File: src/hw/rtl/sev_pkg.sv
`timescale 1ns / 1ps
// ----------------------------------------------------------------------------
// sev_pkg: shared types and constants of the stereo envelope gate
// Formats, register codes, queue entry, and the exp table builder.
// ----------------------------------------------------------------------------
package sev_pkg;

  localparam int SAMPLE_BITS    = 24;
  localparam int EXP_TABLE_BITS = 10;

  localparam int TBL_N      = 1 << EXP_TABLE_BITS;
  localparam int ROM_DEPTH  = TBL_N + 1;
  localparam int IDX_BITS   = $clog2(ROM_DEPTH);
  localparam int ROM_BITS   = 31;
  localparam int GAIN_BITS  = 24;
  localparam int RATE_BITS  = 32;
  localparam int ENV_BITS   = 34;
  localparam int AVG_BITS   = 33;
  localparam int AVG_SHIFT  = 32 - SAMPLE_BITS;
  localparam int ENV_IDX_SHIFT = 33 - EXP_TABLE_BITS;
  localparam int MUL_BITS   = 64;

  localparam logic [GAIN_BITS-1:0] GAIN_ONE = 24'h80_0000;
  localparam logic [ENV_BITS-1:0]  ENV_MAX  = 34'h2_0000_0000;

  localparam int CFG_IDX_BITS  = 2;
  localparam int CFG_DATA_BITS = 32;

  localparam int QDEPTH    = 2;
  localparam int QPTR_BITS = (QDEPTH > 1) ? $clog2(QDEPTH) : 1;
  localparam int QCNT_BITS = $clog2(QDEPTH + 1);

  typedef enum logic [CFG_IDX_BITS-1:0] {
    REG_THRESHOLD = 2'd0,
    REG_ATTACK    = 2'd1,
    REG_DECAY     = 2'd2
  } reg_idx_t;

  typedef struct packed {
    logic [GAIN_BITS-1:0] threshold_gain;
    logic [RATE_BITS-1:0] attack_rate;
    logic [RATE_BITS-1:0] decay_rate;
  } cfg_t;

  typedef struct packed {
    logic [SAMPLE_BITS-1:0] mag_l;
    logic [SAMPLE_BITS-1:0] mag_r;
    logic                   neg_l;
    logic                   neg_r;
    logic [AVG_BITS-1:0]    avg;
  } entry_t;

  typedef logic [ROM_BITS-1:0] rom_t [0:ROM_DEPTH-1];

  // shift-and-subtract quotient
  function automatic logic [63:0] udiv64(input logic [63:0] num, input logic [63:0] den);
    logic [63:0] q;
    logic [64:0] rem;
    q   = '0;
    rem = '0;
    for (int i = 63; i >= 0; i--) begin
      rem = {rem[63:0], num[i]};
      if (rem >= {1'b0, den}) begin
        rem  = rem - {1'b0, den};
        q[i] = 1'b1;
      end
    end
    return q;
  endfunction

  // exp(2k/N) in Q3.28 from a Taylor series in Q.40, rounded half up
  function automatic rom_t build_exp_rom();
    rom_t        rom;
    logic [63:0] term;
    logic [63:0] sum;
    for (int k = 0; k < ROM_DEPTH; k++) begin
      term = 64'd1 << 40;
      sum  = term;
      for (int n = 1; n < 40; n++) begin
        if (term != 64'd0) begin
          term = udiv64(term * 64'(2 * k), 64'(TBL_N) * 64'(n));
          sum  = sum + term;
        end
      end
      rom[k] = ROM_BITS'((sum + 64'd2048) >> 12);
    end
    return rom;
  endfunction

endpackage

File: src/hw/rtl/sev_queue.sv
`timescale 1ns / 1ps
// ----------------------------------------------------------------------------
// sev_queue: short queue between front and back
// Small register queue of classified words.
// ----------------------------------------------------------------------------
module sev_queue (
  input  logic            clk,
  input  logic            rst_n,
  input  logic            push,
  input  sev_pkg::entry_t push_entry,
  input  logic            pop,
  output logic            full,
  output logic            empty,
  output sev_pkg::entry_t head
);

  localparam int PW = sev_pkg::QPTR_BITS;
  localparam int CW = sev_pkg::QCNT_BITS;

  sev_pkg::entry_t slot_r [0:sev_pkg::QDEPTH-1];
  logic [PW-1:0]   wr_ptr_r, wr_ptr_nxt;
  logic [PW-1:0]   rd_ptr_r, rd_ptr_nxt;
  logic [CW-1:0]   count_r, count_nxt;
  logic            do_push;
  logic            do_pop;

  assign full    = (count_r == CW'(sev_pkg::QDEPTH));
  assign empty   = (count_r == '0);
  assign head    = slot_r[rd_ptr_r];
  assign do_push = push && !full;
  assign do_pop  = pop && !empty;

  always_comb begin
    wr_ptr_nxt = wr_ptr_r;
    rd_ptr_nxt = rd_ptr_r;
    count_nxt  = count_r;
    if (do_push) begin
      wr_ptr_nxt = (wr_ptr_r == PW'(sev_pkg::QDEPTH - 1)) ? '0 : wr_ptr_r + 1'b1;
    end
    if (do_pop) begin
      rd_ptr_nxt = (rd_ptr_r == PW'(sev_pkg::QDEPTH - 1)) ? '0 : rd_ptr_r + 1'b1;
    end
    if (do_push && !do_pop) begin
      count_nxt = count_r + 1'b1;
    end else if (do_pop && !do_push) begin
      count_nxt = count_r - 1'b1;
    end
  end

  always_ff @(posedge clk) begin
    if (!rst_n) begin
      wr_ptr_r <= '0;
      rd_ptr_r <= '0;
      count_r  <= '0;
    end else begin
      wr_ptr_r <= wr_ptr_nxt;
      rd_ptr_r <= rd_ptr_nxt;
      count_r  <= count_nxt;
    end
  end

  always_ff @(posedge clk) begin
    if (do_push) begin
      slot_r[wr_ptr_r] <= push_entry;
    end
  end

endmodule

File: config.mk
export PLATFORM = sky130hd
export DESIGN_NAME = sev_queue
export DESIGN_NICKNAME = d
export VERILOG_FILES = /design/src/hw/rtl/sev_pkg.sv /design/src/hw/rtl/sev_queue.sv
export SDC_FILE = /design/constraint.sdc
export NUM_CORES = 1
export LEC_CHECK = 0
export ABC_AREA = 1
export BUFFER_PORTS_ARGS = -buffer_cell sky130_fd_sc_hd__buf_2
export CELL_PAD_IN_SITES_DETAIL_PLACEMENT = 2
export CELL_PAD_IN_SITES_GLOBAL_PLACEMENT = 2
export CORE_MARGIN = 8
export CORE_UTILIZATION = 42
export DETAILED_ROUTE_END_ITERATION = 10
export GPL_TIMING_DRIVEN = 1
export HOLD_SLACK_MARGIN = 0.05
export PLACE_DENSITY_LB_ADDON = 0.25
export SKIP_LAST_GASP = 1
export SYNTH_ARGS = -nofsm -noshare
export SYNTH_HDL_FRONTEND = slang
export SYNTH_SLANG_ARGS = --single-unit
File: constraint.sdc
create_clock -name clk -period 11.9 [get_ports clk]
set_clock_uncertainty 0.15 [all_clocks]
set_input_delay 2.38 -clock clk [delete_from_list [all_inputs] [get_ports clk]]
set_output_delay 2.38 -clock clk [all_outputs]
set_load 0.005 [all_outputs]
==> impl_metrics.env, run 1 <==
export IMPL_syn_inst=296
export IMPL_syn_nets=384
export IMPL_area_growth_pct=24.51
export IMPL_antenna_found_initial=2
export IMPL_critPathKind="register to output port"
export IMPL_port_buffer_count=171
export IMPL_fin_crit_ns=5.130
export IMPL_period_share_pct=43.11
export IMPL_crit_chain="buf_4, mux2_2, buf_2"
export IMPL_worstReg2RegEnd="slot_r[0][76]"
export IMPL_track_usage_pct=15.78
export IMPL_critPathCaptureType="output port"
export IMPL_fp_coreArea_um2=15260
export IMPL_postCtsSetupBuffers=0
export IMPL_powerDensity_nw_per_um2=213.4
export IMPL_yosys_area_top_type_share_pct=75.76
export IMPL_cap_violations=0
export IMPL_clock_sinks=171
export IMPL_clkTransAtPathRegs_ns=0.06
export IMPL_wirelength_mm=15.28
export IMPL_crit_required_ns=9.37
export IMPL_rows=45
export IMPL_yosysTopAreaCell="edfxtp_1"
export IMPL_cts_buffers=17
export IMPL_place_gp_congestion=0.6844
export IMPL_slew_headroom_pct=45.53
export IMPL_ys_seq_area_share_pct=77.28
export IMPL_ios=172
export IMPL_syn_area_um2=6580
export IMPL_place_area_um2=7585
export IMPL_slowest_stage="dfxtp_4"
export IMPL_post_cts_resize_count=0
export IMPL_yosys_most_used_dff="edfxtp_1"
export IMPL_hp_start="rd_ptr_r"
export IMPL_cts_buffer_depth=2
export IMPL_finalSetupViolCount=0
export IMPL_critPathBufInv=2
export IMPL_htreeDepth=4
export IMPL_cp_max_fo=44
export IMPL_worstMarginPinSlew_ns=0.8170
export IMPL_cts_hold_buf=0
export IMPL_crit_family="buffers and inverters"
export IMPL_rsz0062_at_grt="no"
export IMPL_synthArstFlopShare_pct=0
export IMPL_post_route_drc_count=0
export IMPL_wire_per_inst_um=21.70
export IMPL_cts_root_buf="clkbuf_16"
export IMPL_netlist_top_cells_count="166 x edfxtp_1, 70 x mux2_4, 13 x mux2_2"
export IMPL_grt_start_max_net_pins=60
export IMPL_max_freq_ghz=0.1949
export IMPL_avgSynthCellArea_um2=22.23
export IMPL_p_leak_nw=3.218
export IMPL_yosysMostFrequentCell="edfxtp_1"
export IMPL_grt_pass1_wl_mm=22.87
export IMPL_maxSlewViolCount=0
export IMPL_ant_nets=0
export IMPL_synth_edff_count=166
export IMPL_cpPeakStageDelay_ns=0.81
export IMPL_chipHeight_um=141.2
export IMPL_cts_tree="built"
export IMPL_rr_worst_depth=3
export IMPL_clk_latency_ns=0.43
export IMPL_whs_path_depth=2
export IMPL_status="finished, final reports clean"
export IMPL_synthDistinctLibCells=16
export IMPL_dieArea_um2=19930
export IMPL_worstPathArrival_ns=2.60
export IMPL_r2r_slack_ns=9.28
export IMPL_gr_total_overflow=0
export IMPL_min_path_type="register to register"
export IMPL_fin_tns_setup_ns=0
export IMPL_yosysWarnings=0
export IMPL_ys_ff_latch=171
export IMPL_first_iter_violations=156
export IMPL_fin_nets=568
export IMPL_synth_area_top_cells="edfxtp_1 76%, mux2_4 16%, mux2_2 2.2%"
export IMPL_drt_pass1_iter_count=4
export IMPL_final_layout_size_suffix_gt1_share_pct=58.54
export IMPL_setup_worst_path_start_class="register"
export IMPL_floorplan_initialDensity_pct=43.12
export IMPL_irDropWorstVdd_mv=0.1101
export IMPL_vias=3292
export IMPL_fp_dieW_um=141.2
export IMPL_grt_pass1_vias=3890
export IMPL_hold_viol=0
export IMPL_final_area_um2=8193
export IMPL_dp_hpwl_mm=10.70
export IMPL_r2r_start="count_r[0]"
export IMPL_viasPerCell=4.676
## state kept, by name (all words and copies together), names as in the netlist, named ones only
name,count
wr_ptr_r,1
rd_ptr_r,1
slot_r,166
count_r,2
## worst register-to-register path, delay by kind of cell, from the launching register on
| kind | cells | cell delay [ns] |
|---|---|---|
| buffers and inverters | 1 | 0.78 |
| AND/OR/NAND/NOR | 1 | 0.65 |
| AO/OA/AOI/OAI | 1 | 0.23 |
| flip-flops | 1 | 0.40 |
## how the worst max path moves through the flow
stage | endpoint | slack (ns) | depth (start not counted)
detailed placement | head[61] | 7.16 | 3
finish | head[61] | 6.77 | 3
floorplan | slot_r[0][0] | 5.28 | 2
global route | head[61] | 6.61 | 3
global placement | head[61] | 7.20 | 3
CTS | head[61] | 6.69 | 3
## routing by layer
layer,part of all wire (%),vias to the layer above,GRT usage [%]
li1,-,1516,-
met1,36,1636,15.73
met2,54,120,28.39
met3,7.9,18,6.347
met4,1.9,2,7.070
met5,0.085,-,0
## where the power goes
part	internal [mW]	leakage (nW)	switching (mW)
Combinational	0.198	1.33	0.174
Sequential	0.763	1.59	0.0456
Clock	0.348	0.295	0.219
Total	1.31	3.22	0.439
## through the flow
| step | std cells | power (mW) | utilization, % | setup WS, ns | hold WS [ns] |
|---|---|---|---|---|---|
| after floorplan | 296 | 1.069 | - | 5.280 | 0.3169 |
| after global placement | 672 | 1.181 | 49.71 | 7.196 | 0.3292 |
| after detailed placement | 672 | 1.206 | 49.71 | 7.165 | 0.3629 |
| after CTS | 703 | 1.780 | 53.68 | 6.685 | 0.3755 |
| after global routing | 704 | 1.826 | 53.69 | 6.608 | 0.4090 |
| final | 704 | 1.748 | 53.69 | 6.770 | 0.3672 |
## area by class of cell
type	instances	area, um2
fillers	1345	7066
flip-flops and latches	171	5089
multi-input cells	107	1320
repair buffers	174	878.3
clock buffers	18	429.2
well taps	211	264.0
clock inverters	13	176.4
inverters	9	33.78
diodes	1	2.502
## layout by cell type (no fill, tap or decap), drive strengths merged
cell and instances:
edfxtp 166, clkinvlp 1, nor2 11, diode 1, o21ai 3, mux2 83, nand2 6, clkbuf 18
inv 9, nand4 1, buf 174, bufinv 4, nand3 1, clkinv 8, ha 1, dfxtp 5
a21oi 1
## cell families (layout without fill, tap and decap cells)
family	count (synthesis)	in the layout	share of synthesized area (%)
flip-flops	171	171	77.28
multiplexers	83	83	18.20
AND/OR/NAND/NOR	19	19	1.141
buffers and inverters	18	214	2.890
AO/OA/AOI/OAI	4	4	0.3041
other	0	1	0
adder cells (fa/ha/maj)	1	1	0.1901
Note: power is estimated with default switching activity, not from simulation.
==> run 2: changes to the inputs <==
- ABC_AREA: 1 -> 0
- CORE_UTILIZATION: 42 -> 38
- clock period: 11.9 -> 5.1 ns (I/O delays scaled with it)
==> run 2 against run 1 <==
Worst hold slack better by 0.024 ns. Register-to-register slack got worse by 6.6 ns. Via count decreased by 0.76%. Sequential power grew 130%. Global-route usage down 0.97 points. Total power rose by 120%. Critical path type unchanged. Critical endpoint is now head[12].
==> impl_metrics.env, run 2 <==
export IMPL_wire_per_inst_um=21.45
export IMPL_worstPathArrival_ns=2.34
export IMPL_clkTransAtPathRegs_ns=0.06
export IMPL_chipHeight_um=143.9
export IMPL_grt_pass1_wl_mm=22.22
export IMPL_max_freq_ghz=0.2851
export IMPL_place_gp_congestion=0.7841
export IMPL_fp_dieW_um=143.9
export IMPL_final_layout_size_suffix_gt1_share_pct=45.07
export IMPL_critPathCaptureType="output port"
export IMPL_synthArstFlopShare_pct=0
export IMPL_ff_latch_area_um2=5089
export IMPL_top_register="slot_r"
export IMPL_synth_area_top_cells="edfxtp_1 80%, mux2_1 13%, mux2_2 2.4%"
export IMPL_cts_tree="built"
export IMPL_holdWs_ns=0.3915
export IMPL_syn_inst=283
export IMPL_mostFrequentLayoutCell="buf_2"
export IMPL_fin_tns_setup_ns=0
export IMPL_layout_cells_non_filler=693
export IMPL_drt_pass1_iter_count=4
export IMPL_min_path_type="register to register"
export IMPL_p_leak_nw=2.922
export IMPL_vias=3267
export IMPL_area_growth_pct=26.55
export IMPL_final_area_um2=7866
export IMPL_post_route_drc_count=0
export IMPL_period_share_pct=68.78
export IMPL_maxSlewViolCount=0
export IMPL_multi_input_area_um2=1072
export IMPL_yosysMostFrequentCell="edfxtp_1"
export IMPL_yosysTopAreaCell="edfxtp_1"
export IMPL_r2r_slack_ns=2.67
export IMPL_cap_violations=0
export IMPL_ant_nets=0
export IMPL_ys_seq_area_share_pct=81.80
export IMPL_synth_edff_count=166
export IMPL_netlist_top_cells_count="166 x edfxtp_1, 70 x mux2_1, 13 x mux2_2"
export IMPL_gr_total_overflow=0
export IMPL_grt_start_max_net_pins=71
export IMPL_track_usage_pct=14.81
export IMPL_ios=172
export IMPL_first_iter_violations=149
export IMPL_clock_sinks=171
export IMPL_rows=46
export IMPL_mostFrequentLayoutCells="171 x buf_2, 166 x edfxtp_1, 70 x mux2_1"
export IMPL_placed_cells=664
export IMPL_n_antenna_cell=0
export IMPL_antenna_found_initial=0
export IMPL_nFillCells=1508
export IMPL_rsz0062_at_grt="no"
export IMPL_p_total_mw=3.855
export IMPL_dieArea_um2=20710
export IMPL_fin_nets=555
export IMPL_yosys_most_used_dff="edfxtp_1"
export IMPL_htreeDepth=4
export IMPL_setup_worst_path_start_class="register"
export IMPL_syn_nets=371
export IMPL_ys_ff_latch=171
export IMPL_fin_crit_ns=3.508
export IMPL_slew_headroom_pct=40.32
export IMPL_post_cts_resize_count=0
export IMPL_critPathKind="register to output port"
export IMPL_finalSetupViolCount=0
export IMPL_avgSynthCellArea_um2=21.96
export IMPL_worstMarginPinSlew_ns=0.8952
export IMPL_cts_hold_buf=0
export IMPL_yosysWarnings=0
export IMPL_reg_top3="slot_r (166), count_r (2)"
export IMPL_largest_reg_flops=166
export IMPL_grt_pass1_vias=3734
export IMPL_wirelength_mm=14.87
export IMPL_port_buffer_count=171
export IMPL_viasPerCell=4.714
export IMPL_cts_buffer_depth=2
export IMPL_place_area_um2=7330
export IMPL_postCtsSetupBuffers=0
export IMPL_crit_required_ns=3.93
export IMPL_yosys_area_top_type_share_pct=80.19
export IMPL_cts_root_buf="clkbuf_16"
export IMPL_clk_latency_ns=0.42
export IMPL_fp_coreArea_um2=15940
export IMPL_syn_area_um2=6216
export IMPL_hold_viol=0
export IMPL_dp_hpwl_mm=10.40
export IMPL_cts_buffers=17
export IMPL_status="finished, final reports clean"
export IMPL_powerDensity_nw_per_um2=490.1
export IMPL_cp_max_fo=63
export IMPL_floorplan_initialDensity_pct=38.99
export IMPL_synthDistinctLibCells=22
export IMPL_irDropWorstVdd_mv=0.3080
## run 2: path summary, 6_finish.rpt
| kind | start | cells past startpoint | to |
|---|---|---|---|
| worst max-delay path | register | 3 | head[12] |
| worst min-delay path | count_r[1] | 2 | count_r[1] |
| worst max register to register | count_r[0] | 3 | slot_r[1][2] |
| worst min register to register | count_r[1] | 2 | count_r[1] |
## run 2: cells by family after synthesis
| family | share of synthesized area [%] |
|---|---|
| AO/OA/AOI/OAI | 0.5233 |
| buffers and inverters | 1.127 |
| adder cells (fa/ha/maj) | 0.2013 |
| multiplexers | 15.04 |
| XOR/XNOR | 0.4228 |
| flip-flops | 81.80 |
| AND/OR/NAND/NOR | 0.8859 |
## run 2: layer usage
layer	GRT usage (%)	routed length [um]
met2	25.53	7774
met4	5.368	195
met5	0	0
met1	16.37	5671
met3	5.574	1223
## run 2: cell type report
type / count / share of cell area (%)
Clock buffer: 19 / 5.503
Clock inverter: 10 / 1.320
Inverter: 2 / 0.09544
Multi-Input combinational cell: 101 / 13.63
Sequential cell: 171 / 64.69
Tap cell: 216 / 3.436
Timing Repair Buffer: 174 / 11.32
## run 2: worst max-delay path: stages (launching register included)
cell     delay, ns
dfxtp_4       0.94
buf_4         0.43
mux2_1        0.39
buf_2         0.14
## run 2: power by group
group,switching (mW),internal (mW),leakage [nW]
logic,0.383,0.376,1.08
clock network,0.498,0.705,0.253
registers,0.126,1.77,1.59
## run 2: through the flow
stage / utilization (%) / setup slack [ns]
after floorplan: - / 0.1108
after global placement: 45.97 / 2.053
after detailed placement: 45.97 / 1.963
after CTS: 49.34 / 1.493
after global routing: 49.34 / 1.433
final: 49.34 / 1.592
