File: config.mk
export PLATFORM = sky130hd
export DESIGN_NAME = sev_front_flat
export DESIGN_NICKNAME = d
export VERILOG_FILES = /design/src/hw/rtl/sev_pkg.sv /design/src/hw/rtl/sev_in_if.sv /design/src/hw/rtl/sev_front.sv /design/src/flat_wrapper.sv
export SDC_FILE = /design/constraint.sdc
export NUM_CORES = 1
export LEC_CHECK = 0
export BUFFER_PORTS_ARGS = -buffer_cell sky130_fd_sc_hd__buf_2
export CORE_UTILIZATION = 50
export DETAILED_ROUTE_END_ITERATION = 8
export GPL_TIMING_DRIVEN = 0
export PLACE_DENSITY = 0.82
export SYNTH_ARGS = -nofsm -noshare
export SYNTH_HDL_FRONTEND = slang
export SYNTH_SLANG_ARGS = --single-unit
File: constraint.sdc
create_clock -name vclk -period 12.2
set_input_delay 2.44 -clock vclk [all_inputs]
set_output_delay 2.44 -clock vclk [all_outputs]
set_load 0.05 [all_outputs]
File: src/hw/rtl/sev_pkg.sv
`timescale 1ns / 1ps
// ----------------------------------------------------------------------------
// sev_pkg: shared types and constants of the stereo envelope gate
// Formats, register codes, queue entry, and the exp table builder.
// ----------------------------------------------------------------------------
package sev_pkg;

  localparam int SAMPLE_BITS    = 24;
  localparam int EXP_TABLE_BITS = 10;

  localparam int TBL_N      = 1 << EXP_TABLE_BITS;
  localparam int ROM_DEPTH  = TBL_N + 1;
  localparam int IDX_BITS   = $clog2(ROM_DEPTH);
  localparam int ROM_BITS   = 31;
  localparam int GAIN_BITS  = 24;
  localparam int RATE_BITS  = 32;
  localparam int ENV_BITS   = 34;
  localparam int AVG_BITS   = 33;
  localparam int AVG_SHIFT  = 32 - SAMPLE_BITS;
  localparam int ENV_IDX_SHIFT = 33 - EXP_TABLE_BITS;
  localparam int MUL_BITS   = 64;

  localparam logic [GAIN_BITS-1:0] GAIN_ONE = 24'h80_0000;
  localparam logic [ENV_BITS-1:0]  ENV_MAX  = 34'h2_0000_0000;

  localparam int CFG_IDX_BITS  = 2;
  localparam int CFG_DATA_BITS = 32;

  localparam int QDEPTH    = 2;
  localparam int QPTR_BITS = (QDEPTH > 1) ? $clog2(QDEPTH) : 1;
  localparam int QCNT_BITS = $clog2(QDEPTH + 1);

  typedef enum logic [CFG_IDX_BITS-1:0] {
    REG_THRESHOLD = 2'd0,
    REG_ATTACK    = 2'd1,
    REG_DECAY     = 2'd2
  } reg_idx_t;

  typedef struct packed {
    logic [GAIN_BITS-1:0] threshold_gain;
    logic [RATE_BITS-1:0] attack_rate;
    logic [RATE_BITS-1:0] decay_rate;
  } cfg_t;

  typedef struct packed {
    logic [SAMPLE_BITS-1:0] mag_l;
    logic [SAMPLE_BITS-1:0] mag_r;
    logic                   neg_l;
    logic                   neg_r;
    logic [AVG_BITS-1:0]    avg;
  } entry_t;

  typedef logic [ROM_BITS-1:0] rom_t [0:ROM_DEPTH-1];

  // shift-and-subtract quotient
  function automatic logic [63:0] udiv64(input logic [63:0] num, input logic [63:0] den);
    logic [63:0] q;
    logic [64:0] rem;
    q   = '0;
    rem = '0;
    for (int i = 63; i >= 0; i--) begin
      rem = {rem[63:0], num[i]};
      if (rem >= {1'b0, den}) begin
        rem  = rem - {1'b0, den};
        q[i] = 1'b1;
      end
    end
    return q;
  endfunction

  // exp(2k/N) in Q3.28 from a Taylor series in Q.40, rounded half up
  function automatic rom_t build_exp_rom();
    rom_t        rom;
    logic [63:0] term;
    logic [63:0] sum;
    for (int k = 0; k < ROM_DEPTH; k++) begin
      term = 64'd1 << 40;
      sum  = term;
      for (int n = 1; n < 40; n++) begin
        if (term != 64'd0) begin
          term = udiv64(term * 64'(2 * k), 64'(TBL_N) * 64'(n));
          sum  = sum + term;
        end
      end
      rom[k] = ROM_BITS'((sum + 64'd2048) >> 12);
    end
    return rom;
  endfunction

endpackage

File: src/hw/rtl/sev_in_if.sv
`timescale 1ns / 1ps
// ----------------------------------------------------------------------------
// sev_in_if: sample pair channel
// Valid/ready channel carrying one stereo sample pair per word.
// ----------------------------------------------------------------------------
interface sev_in_if;
  logic                                   valid;
  logic                                   ready;
  logic signed [sev_pkg::SAMPLE_BITS-1:0] left_sample;
  logic signed [sev_pkg::SAMPLE_BITS-1:0] right_sample;

  modport source (output valid, output left_sample, output right_sample, input ready);
  modport sink   (input valid, input left_sample, input right_sample, output ready);
  modport mon    (input valid, input left_sample, input right_sample, input ready);
endinterface

File: src/hw/rtl/sev_front.sv
`timescale 1ns / 1ps
// ----------------------------------------------------------------------------
// sev_front: input side of the gate
// Accepts sample pairs, forms magnitudes, signs and the average magnitude.
// ----------------------------------------------------------------------------
module sev_front (
  sev_in_if.sink          in_ch,
  input  logic            q_full,
  output logic            push,
  output sev_pkg::entry_t push_entry
);

  localparam int SB = sev_pkg::SAMPLE_BITS;
  localparam int AW = sev_pkg::AVG_BITS;

  logic [SB-1:0] raw_l;
  logic [SB-1:0] raw_r;
  logic [SB:0]   mag_sum;

  assign raw_l = in_ch.left_sample;
  assign raw_r = in_ch.right_sample;

  assign in_ch.ready = !q_full;
  assign push        = in_ch.valid && !q_full;

  always_comb begin
    push_entry.neg_l = raw_l[SB-1];
    push_entry.neg_r = raw_r[SB-1];
    // most negative code maps to full scale
    push_entry.mag_l = raw_l[SB-1] ? (~raw_l + 1'b1) : raw_l;
    push_entry.mag_r = raw_r[SB-1] ? (~raw_r + 1'b1) : raw_r;
    mag_sum          = {1'b0, push_entry.mag_l} + {1'b0, push_entry.mag_r};
    push_entry.avg   = AW'(mag_sum) << sev_pkg::AVG_SHIFT;
  end

endmodule

File: src/flat_wrapper.sv
// flat-port wrapper written by rule: the top's interface ports become plain ports
module sev_front_flat 
  (q_full, push, push_entry, in_ch_valid, in_ch_left_sample, in_ch_right_sample, in_ch_ready);
  sev_in_if in_ch_i ();
  input  logic q_full;
  output logic push;
  output sev_pkg::entry_t push_entry;
  input wire logic [$bits(in_ch_i.valid)-1:0] in_ch_valid;
  input wire logic [$bits(in_ch_i.left_sample)-1:0] in_ch_left_sample;
  input wire logic [$bits(in_ch_i.right_sample)-1:0] in_ch_right_sample;
  output wire logic [$bits(in_ch_i.ready)-1:0] in_ch_ready;
  assign in_ch_i.valid = in_ch_valid;
  assign in_ch_i.left_sample = in_ch_left_sample;
  assign in_ch_i.right_sample = in_ch_right_sample;
  assign in_ch_ready = in_ch_i.ready;
  sev_front u_core (.in_ch(in_ch_i), .q_full(q_full), .push(push), .push_entry(push_entry));
endmodule
==> impl_results.md, run 1 <==
- Final HPWL DP: 7530 µm
- Worst hold stages: 2
- Final setup fails: 0
- Initial antenna violation count: 0
- Multi-input logic area: 2710 µm²
- Post-route cell area: 3670 µm²
- Final worst slack: 2810 ps
- Placement-stage cell area: 3670 µm²
- Worst Hold Class: in2out
- Post_cts resized: 0
- Pint: 0.120 mW
- First-pass GRT wire length: 14300 µm
- IO Count: 135
- Largest area contributor in the netlist: xnor2_1
- Family with the most delay on the worst path: compound AO/OA/AOI/OAI gates
- Crit Path Max Fanout: 10
- Routed WL per cell: 14.7 µm
- GRT Util Overall: 27.8%
- Fmax achieved: 0.107 GHz
- Buffers on Ports: 124
- Vias in the first global route: 3096
- Synth unique cells: 70
- Final hold violation count: 0
- Final Max Slew Viols: 0
- Hold Startpoint: in_ch_left_sample[23]
- Nature of the critical path endpoint: output port
- Synth top area cells: xnor2_1 (17%), ha_1 (9.4%), xor2_1 (6.9%)
- Final ANT Viol Nets: 0
- Post-Synth XOR/XNOR Area: 25.5%
- Worst EP required: 9760 ps
- Adder-Cell Fraction of Synth Area: 10.1%
- Initial DRT Pass Iterations: 5
- DRT Wirelength: 8760 µm
- Filler instances: 503
- Via count: 3390
- Tcrit/Tclk final: 77.0%
- Non-Filler Instances: 596
- Critical path type: in2out
- Commonest non-fill, non-tap cell in the layout: buf_2
- Slowest cell delay on critical path: 520 ps
- Number of max-cap violations: 0
- Pwr/cell area: 117 nW/µm²
- Worst path depth: 15
- VDD IR max: 0.109 mV
- Iteration-0 DRC Markers: 103
- Overall power: 0.429 mW
- Grt total ovfl: 0
- Worst-Margin Slew: 644 ps
- Worst path slowest cell: clkbuf_1
- Seq Cell Count: 0
- Std cell rows: 27
- Sw Share: 72.1%
- Cell count after synthesis: 393
- Nets@finish: 599
- Cts hold-fix bufs: 0
- Core box area: 5570 µm²
- Vias per inst: 5.69
- Ant. Diodes: 0
- Reported net switching power: 0.309 mW
- Worst slack, placed: 2880 ps
- Largest net degree at the start of global routing: 11
- Post-Syn Area per Cell: 7.45 µm²
- Clock network fraction of total power: 0%
- Synthesis-to-finish area growth: 25.2%
- RSZ-0062 raised after global routing: false
- Max-slew headroom: 57.0%
- Cell area after synthesis: 2930 µm²
- Die ar.: 6170 µm²
- Hold Path Sink: push_entry[34]
- Total Neg Setup Slack: 0 ps
- Post-CTS setup buffer count: 0
- Outcome: completed
- Setup crit start kind: input port
- Sequential power share: 0%
- YS warnings: 0
- GPL Wtd Cong: 0.959
- Sequential-to-total area share from yosys stat: 0%
- Mux contribution to synthesized area: 0.683%
- Min cycle time layout: 9390 ps
- Initial core utilization: 52.5%
- CP bufs+invs: 4
- Synth Area in Compound Gates: 33.1%
- Main combinational cell family by area after synthesis: compound AO/OA/AOI/OAI gates
- Clkbuf count: 0
- Register Area: 0 µm²
- Most frequent cells in the layout: buf_2 (125), xnor2_1 (56), inv_1 (28)
- Simple-Gate Fraction of Synth Area: 22.1%
- LEAKAGE: 1.70 nW
- Placed cell count: 596
- Comb pwr share: 100.0%
- Share of the synthesized area in the top cell type: 16.7%
- Residual DRC: 0
- Crit path DAT: 6950 ps
- Overall die height: 78.5 µm
- Fraction of final layout cells with drive strength greater than 1: 32.1%
- Cell Chain, Critical Path: clkbuf_1, clkbuf_1, clkbuf_1, o21ai_0, ha_1, a211oi_1, o21ai_0, a21o_1, o21ai_0, o211ai_1, o31a_1, a2111o_1, a31oi_1, xnor2_1, buf_2
- Width of the chip: 78.5 µm
cell usage after synthesis, types with 7 or more instances:
master and count:
inv_1 28, buf_4 12, nor2_1 15, or2_2 9, nand2b_1 7, a21o_1 10
or4_1 11, nor2b_1 7, o21ai_0 19, nand2_1 17, ha_1 22, xnor2_1 56
a21oi_1 19, clkbuf_1 12, xor2_1 23, o31ai_1 11
worst max path at each step:
stage                      startpoint        endpoint  slack (ps)
2_1_floorplan  in_ch_right_sample[23]  push_entry[27]        2470
4_1_cts        in_ch_right_sample[23]  push_entry[31]        2860
5_1_grt        in_ch_right_sample[23]  push_entry[30]        2440
3_5_place_dp   in_ch_right_sample[23]  push_entry[31]        2880
6_report       in_ch_right_sample[23]  push_entry[31]        2810
3_3_place_gp   in_ch_right_sample[23]  push_entry[31]        2860
logic make-up after synthesis:
group                    Yosys count
adder cells (fa/ha/maj)           23
multiplexers                       2
AND/OR/NAND/NOR                  109
other                              1
XOR/XNOR                          82
buffers and inverters             53
AO/OA/AOI/OAI                    123
power groups by stage:
stage                     logic (mW)  clock network [mW]  registers, mW
after floorplan                0.337                   0              0
after global placement         0.422                   0              0
after detailed placement       0.427                   0              0
after CTS                      0.428                   0              0
after global routing           0.456                   0              0
final                          0.429                   0              0
metal layers:
layer | GRT usage (%) | vias up | part of all wire, %
met4 | 4.26 | 0 | 1.4
met5 | 0 | - | 0
met1 | 34.4 | 1536 | 44
met2 | 53.1 | 142 | 49
li1 | - | 1702 | -
met3 | 1.28 | 10 | 5.8
area by class of cell:
cell class                      instances  share of cell area [%]
Multi-Input combinational cell        347                    73.9
Timing Repair Buffer                  124                    16.9
Buffer                                 25                    3.82
Inverter                               28                    2.87
Tap cell                               72                    2.46
metrics by stage:
| step | hold slack, ps | utilization, % |
|---|---|---|
| 4_1_cts | 5180 | 65.8 |
| 3_3_place_gp | 5180 | 65.8 |
| 6_report | 5180 | 65.8 |
| 5_1_grt | 5180 | 65.8 |
| 3_5_place_dp | 5180 | 65.8 |
| 2_1_floorplan | 5050 | - |
Note: power is estimated with default switching activity, not from simulation.
==> run 2, diff against run 1 <==
--- a/config.mk
+++ b/config.mk
@@ -6,10 +6,10 @@
 export NUM_CORES = 1
 export LEC_CHECK = 0
 export BUFFER_PORTS_ARGS = -buffer_cell sky130_fd_sc_hd__buf_2
-export CORE_UTILIZATION = 50
+export CORE_UTILIZATION = 45
 export DETAILED_ROUTE_END_ITERATION = 8
 export GPL_TIMING_DRIVEN = 0
-export PLACE_DENSITY = 0.82
+export PLACE_DENSITY = 0.77
 export SYNTH_ARGS = -nofsm -noshare
 export SYNTH_HDL_FRONTEND = slang
 export SYNTH_SLANG_ARGS = --single-unit
==> constraint.sdc (replaced) <==
create_clock -name vclk -period 8.2
set_input_delay 1.64 -clock vclk [all_inputs]
set_output_delay 1.64 -clock vclk [all_outputs]
set_load 0.05 [all_outputs]
==> impl_results.md, run 2 (synthesis results as in run 1) <==
- Outcome: completed (unchanged)
- Initial antenna violation count: 0 (unchanged)
- Worst Hold Class: in2out (unchanged)
- Worst-Margin Slew: 680 ps (was 644 ps)
- Crit path DAT: 6180 ps (was 6950 ps)
- Critical path type: in2out (unchanged)
- Fraction of final layout cells with drive strength greater than 1: 32.3% (was 32.1%)
- LEAKAGE: 1.70 nW (about the same)
- Cell Chain, Critical Path: clkbuf_1, clkbuf_1, clkbuf_1, o21ai_0, ha_1, a211oi_1, o21ai_0, a21o_1, o21ai_0, o211ai_1, o31a_1, a2111o_1, a31oi_1, xnor2_1, buf_2 (unchanged)
- Final HPWL DP: 7670 µm (was 7530 µm)
- Largest net degree at the start of global routing: 11 (unchanged)
- Slowest cell delay on critical path: 470 ps (was 520 ps)
- Initial DRT Pass Iterations: 4 (was 5)
- Sequential power share: 0% (about the same)
- Final hold violation count: 0 (unchanged)
- Residual DRC: 0 (unchanged)
- RSZ-0062 raised after global routing: false (unchanged)
- Final setup fails: 0 (unchanged)
- Grt total ovfl: 0 (unchanged)
- Placement-stage cell area: 3670 µm² (about the same)
- GPL Wtd Cong: 0.932 (was 0.959)
- Final ANT Viol Nets: 0 (unchanged)
- Routed WL per cell: 14.9 µm (was 14.7 µm)
- Total Neg Setup Slack: 0 ps (unchanged)
- Std cell rows: 29 (was 27)
- Most frequent cells in the layout: buf_2 (125), xnor2_1 (56), inv_1 (28) (unchanged)
- Sw Share: 72.1% (about the same)
- Width of the chip: 82.7 µm (was 78.5 µm)
- Buffers on Ports: 124 (unchanged)
- Final Max Slew Viols: 0 (unchanged)
- Tcrit/Tclk final: 95.4%
- DRT Wirelength: 8930 µm (was 8760 µm)
- Core box area: 6310 µm² (was 5570 µm²)
- Crit Path Max Fanout: 10 (unchanged)
- Via count: 3413 (was 3390)
- Worst path depth: 15 (unchanged)
- Ant. Diodes: 0 (unchanged)
- Crit path from: in_ch_left_sample[23] (was in_ch_right_sample[23])
- Family with the most delay on the worst path: compound AO/OA/AOI/OAI gates (unchanged)
- GRT Util Overall: 25.4% (was 27.8%)
- CP bufs+invs: 4 (unchanged)
- Nature of the critical path endpoint: output port (unchanged)
- IO Count: 135 (unchanged)
- Pwr/cell area: 174 nW/µm² (was 117 nW/µm²)
- Synthesis-to-finish area growth: 25.4% (was 25.2%)
- Seq Cell Count: 0 (unchanged)
- Fmax achieved: 0.128 GHz
- Initial core utilization: 46.4% (was 52.5%)
- Vias per inst: 5.68 (was 5.69)
- CP endpoint: push_entry[31] (unchanged)
- Setup crit start kind: input port (unchanged)
- Clock network fraction of total power: 0% (about the same)
- Pint: 0.178 mW (was 0.120 mW)
- Max-slew headroom: 54.4% (was 57.0%)
- Min cycle time layout: 7820 ps
- Number of max-cap violations: 0 (unchanged)
- Iteration-0 DRC Markers: 102 (was 103)
- First-pass GRT wire length: 13900 µm (was 14300 µm)
- Nets@finish: 599 (unchanged)
- VDD IR max: 0.140 mV (was 0.109 mV)
- Commonest non-fill, non-tap cell in the layout: buf_2 (unchanged)
- Die ar.: 6840 µm² (was 6170 µm²)
- Vias in the first global route: 3103 (was 3096)
- Reported net switching power: 0.460 mW (was 0.309 mW)
- Worst path slowest cell: clkbuf_1 (unchanged)
- Overall die height: 82.7 µm (was 78.5 µm)
- Cts hold-fix bufs: 0 (unchanged)
- Register Area: 0 µm² (unchanged)
- Clkbuf count: 0 (unchanged)
- Post-route cell area: 3670 µm² (about the same)
- Worst EP required: 6560 ps (was 9760 ps)
- Comb pwr share: 100.0% (about the same)
-- run 2: power by group through the flow --
stage,combinational (mW),clock [mW],sequential (mW)
after detailed placement,0.635,0,0
after floorplan,0.501,0,0
after CTS,0.638,0,0
after global placement,0.629,0,0
final,0.639,0,0
after global routing,0.682,0,0
-- run 2: cell type report --
class | count | area [µm²]
plain buffers | 25 | 141
well taps | 77 | 96.3
repair buffers | 124 | 621
fillers | 632 | 2640
inverters | 28 | 105
multi-input cells | 347 | 2710
-- run 2: per-stage QoR --
stage	instances	hold WS (ps)	total power, mW	util, %	worst slack, ps
3_3_place_gp	601	3580	0.629	58.2	460
4_1_cts	601	3580	0.638	58.2	381
3_5_place_dp	601	3580	0.635	58.2	400
6_report	601	3580	0.639	58.2	375
2_1_floorplan	400	3450	0.501	-	65.8
5_1_grt	601	3590	0.682	58.2	91.7
-- run 2: layer usage --
metal	vias to the layer above	wire (µm)	part of all wire [%]	global-route usage, %
met5	-	0	0	0
met4	0	165	1.8	4.48
met3	16	560	6.3	1.54
met2	142	4380	49	47.8
met1	1556	3830	43	31.7
li1	1699	-	-	-
-- run 2: worst min path at each step --
| stage | from | endpoint | slack, ps | cells past startpoint |
|---|---|---|---|---|
| 2_1_floorplan | in_ch_right_sample[23] | push_entry[33] | 3450 | 1 |
| 3_3_place_gp | in_ch_right_sample[23] | push_entry[33] | 3580 | 2 |
| 3_5_place_dp | in_ch_left_sample[23] | push_entry[34] | 3580 | 2 |
| 4_1_cts | in_ch_left_sample[23] | push_entry[34] | 3580 | 2 |
| 5_1_grt | in_ch_left_sample[23] | push_entry[34] | 3590 | 2 |
| 6_report | in_ch_left_sample[23] | push_entry[34] | 3580 | 2 |
-- run 2: what timing repair did --
action	in CTS	in global routing
resized for setup	0	2
setup buffers	0	0
setup endpoints to repair	0	1
hold endpoints to repair	0	0
==> run 3, diff against run 2 <==
--- a/config.mk
+++ b/config.mk
@@ -5,11 +5,11 @@
 export SDC_FILE = /design/constraint.sdc
 export NUM_CORES = 1
 export LEC_CHECK = 0
-export BUFFER_PORTS_ARGS = -buffer_cell sky130_fd_sc_hd__buf_2
-export CORE_UTILIZATION = 45
+export CORE_UTILIZATION = 50
 export DETAILED_ROUTE_END_ITERATION = 8
+export DONT_BUFFER_PORTS = 1
 export GPL_TIMING_DRIVEN = 0
-export PLACE_DENSITY = 0.77
+export PLACE_DENSITY = 0.65
 export SYNTH_ARGS = -nofsm -noshare
 export SYNTH_HDL_FRONTEND = slang
 export SYNTH_SLANG_ARGS = --single-unit
==> impl_results.md, run 3 (synthesis results as in run 1) <==
- Outcome: completed (unchanged)
- Grt total ovfl: 0 (unchanged)
- Crit Path Max Fanout: 10 (unchanged)
- Pwr/cell area: 179 nW/µm² (was 174 nW/µm²)
- Sw Share: 75.5% (was 72.1%)
- Cts hold-fix bufs: 0 (unchanged)
- Final core occ: 58.8% (was 58.2%)
- Fraction of final layout cells with drive strength greater than 1: 17.0% (was 32.3%)
- Final HPWL DP: 7200 µm (was 7670 µm)
- Residual DRC: 0 (unchanged)
- Die ar.: 6170 µm² (was 6840 µm²)
- Commonest non-fill, non-tap cell in the layout: xnor2_1 (was buf_2)
- Setup crit start kind: input port (unchanged)
- Nets@finish: 480 (was 599)
- VDD IR max: 0.127 mV (was 0.140 mV)
- RSZ-0062 raised after global routing: false (unchanged)
- Seq Cell Count: 0 (unchanged)
- Synthesis-to-finish area growth: 11.8% (was 25.4%)
- Final worst slack: 362 ps (was 375 ps)
- Clock network fraction of total power: 0% (about the same)
- Overall die height: 78.5 µm (was 82.7 µm)
- Width of the chip: 78.5 µm (was 82.7 µm)
- Reported net switching power: 0.442 mW (was 0.460 mW)
- Initial antenna violation count: 0 (unchanged)
- Core box area: 5570 µm² (was 6310 µm²)
- Initial DRT Pass Iterations: 4 (unchanged)
- Worst EP required: 6560 ps (about the same)
- Vias per inst: 6.17 (was 5.68)
- Max-slew headroom: 1.62% (was 54.4%)
- Met2 WL: 4350 µm (was 4380 µm)
- Routed WL per cell: 17.5 µm (was 14.9 µm)
- First-pass GRT wire length: 13300 µm (was 13900 µm)
- Post-route cell area: 3280 µm² (was 3670 µm²)
- Placement-stage cell area: 3110 µm² (was 3670 µm²)
- IO Count: 135 (unchanged)
- DRT met1 WL: 3140 µm (was 3830 µm)
- GRT Util Overall: 26.4% (was 25.4%)
- Tcrit/Tclk final: 95.6% (was 95.4%)
- Most frequent cells in the layout: xnor2_1 (43), inv_1 (28), ha_1 (22) (was buf_2 (125), xnor2_1 (56), inv_1 (28))
- LEAKAGE: 1.32 nW (was 1.70 nW)
- Vias in the first global route: 2775 (was 3103)
- Min cycle time layout: 7840 ps (was 7820 ps)
- Total Neg Setup Slack: 0 ps (unchanged)
- Placed cell count: 478 (was 601)
- Highest metal used: met4 (unchanged)
- Ant. Diodes: 0 (unchanged)
- Buffers on Ports: 0 (was 124)
- Non-Filler Instances: 477 (was 601)
- Fmax achieved: 0.128 GHz (about the same)
- GPL Wtd Cong: 0.938 (was 0.932)
- Final Max Slew Viols: 0 (unchanged)
- Comb pwr share: 100.0% (about the same)
- Filler instances: 578 (was 632)
- Clkbuf count: 0 (unchanged)
- Register Area: 0 µm² (unchanged)
- Worst Hold Class: in2out (unchanged)
- Iteration-0 DRC Markers: 107 (was 102)
- Initial core utilization: 52.5% (was 46.4%)
- Final hold violation count: 0 (unchanged)
- Worst-Margin Slew: 1470 ps (was 680 ps)
- Via count: 2944 (was 3413)
- WL met3: 761 µm (was 560 µm)
- Crit path DAT: 6200 ps (was 6180 ps)
- Final setup fails: 0 (unchanged)
- DRT Wirelength: 8340 µm (was 8930 µm)
- Largest net degree at the start of global routing: 11 (unchanged)
- Final ANT Viol Nets: 0 (unchanged)
- Worst slack, placed: -528 ps (was 400 ps)
- Pint: 0.143 mW (was 0.178 mW)
- Nature of the critical path endpoint: output port (unchanged)
- Critical path type: in2out (unchanged)
- Sequential power share: 0% (about the same)
- Std cell rows: 27 (was 29)
- Number of max-cap violations: 0 (unchanged)
## run 3: layout make-up
cell class	instances	area, µm²	share of cell area (%)
tap	72	90.1	2.75
multi-input combinational	347	2900	88.5
timing repair buffer	6	41.3	1.26
buffer	24	139	4.24
inverter	28	105	3.21
## run 3: power by group through the flow
| stage | Sequential [mW] | Clock [mW] | Combinational, mW |
|---|---|---|---|
| final | 0 | 0 | 0.585 |
| after global routing | 0 | 0 | 0.620 |
| after CTS | 0 | 0 | 0.568 |
| after detailed placement | 0 | 0 | 0.556 |
| after global placement | 0 | 0 | 0.550 |
| after floorplan | 0 | 0 | 0.501 |
## run 3: worst paths after layout
| kind | startpoint | to | slack (ps) | cells past startpoint |
|---|---|---|---|---|
| min | in_ch_right_sample[2] | push_entry[37] | 3430 | 1 |
| max | in_ch_left_sample[23] | push_entry[31] | 360 | 15 |
## run 3: worst max-delay path, cell delays in order
cell	delay, ps
clkbuf_1	270
clkbuf_1	420
clkbuf_2	320
o21ai_0	190
xnor2_2	610
ha_1	400
o21ai_0	120
o21ai_0	140
a21o_1	210
o21ai_0	270
o211ai_1	150
o31a_1	390
a2111o_1	480
a31oi_1	270
xnor2_2	300
## run 3: metrics by stage
stage	power, mW	hold slack, ps
after floorplan	0.501	3450
after global placement	0.550	3450
after detailed placement	0.556	3450
after CTS	0.568	3430
after global routing	0.620	3430
final	0.585	3430
## run 3: repair_timing
item | 4_1_cts | 5_1_grt
gates resized for setup | 13 | 10
pin swaps | 1 | 2
buffers inserted | 0 | 0
endpoints found under the hold margin | 0 | 0
setup endpoints to repair | 14 | 11
## run 3: metal layers
| metal | vias up | track usage (%) |
|---|---|---|
| li1 | 1449 | - |
| met1 | 1377 | 28.6 |
| met2 | 110 | 50.9 |
| met3 | 8 | 7.56 |
| met4 | 0 | 3.70 |
| met5 | - | 0 |
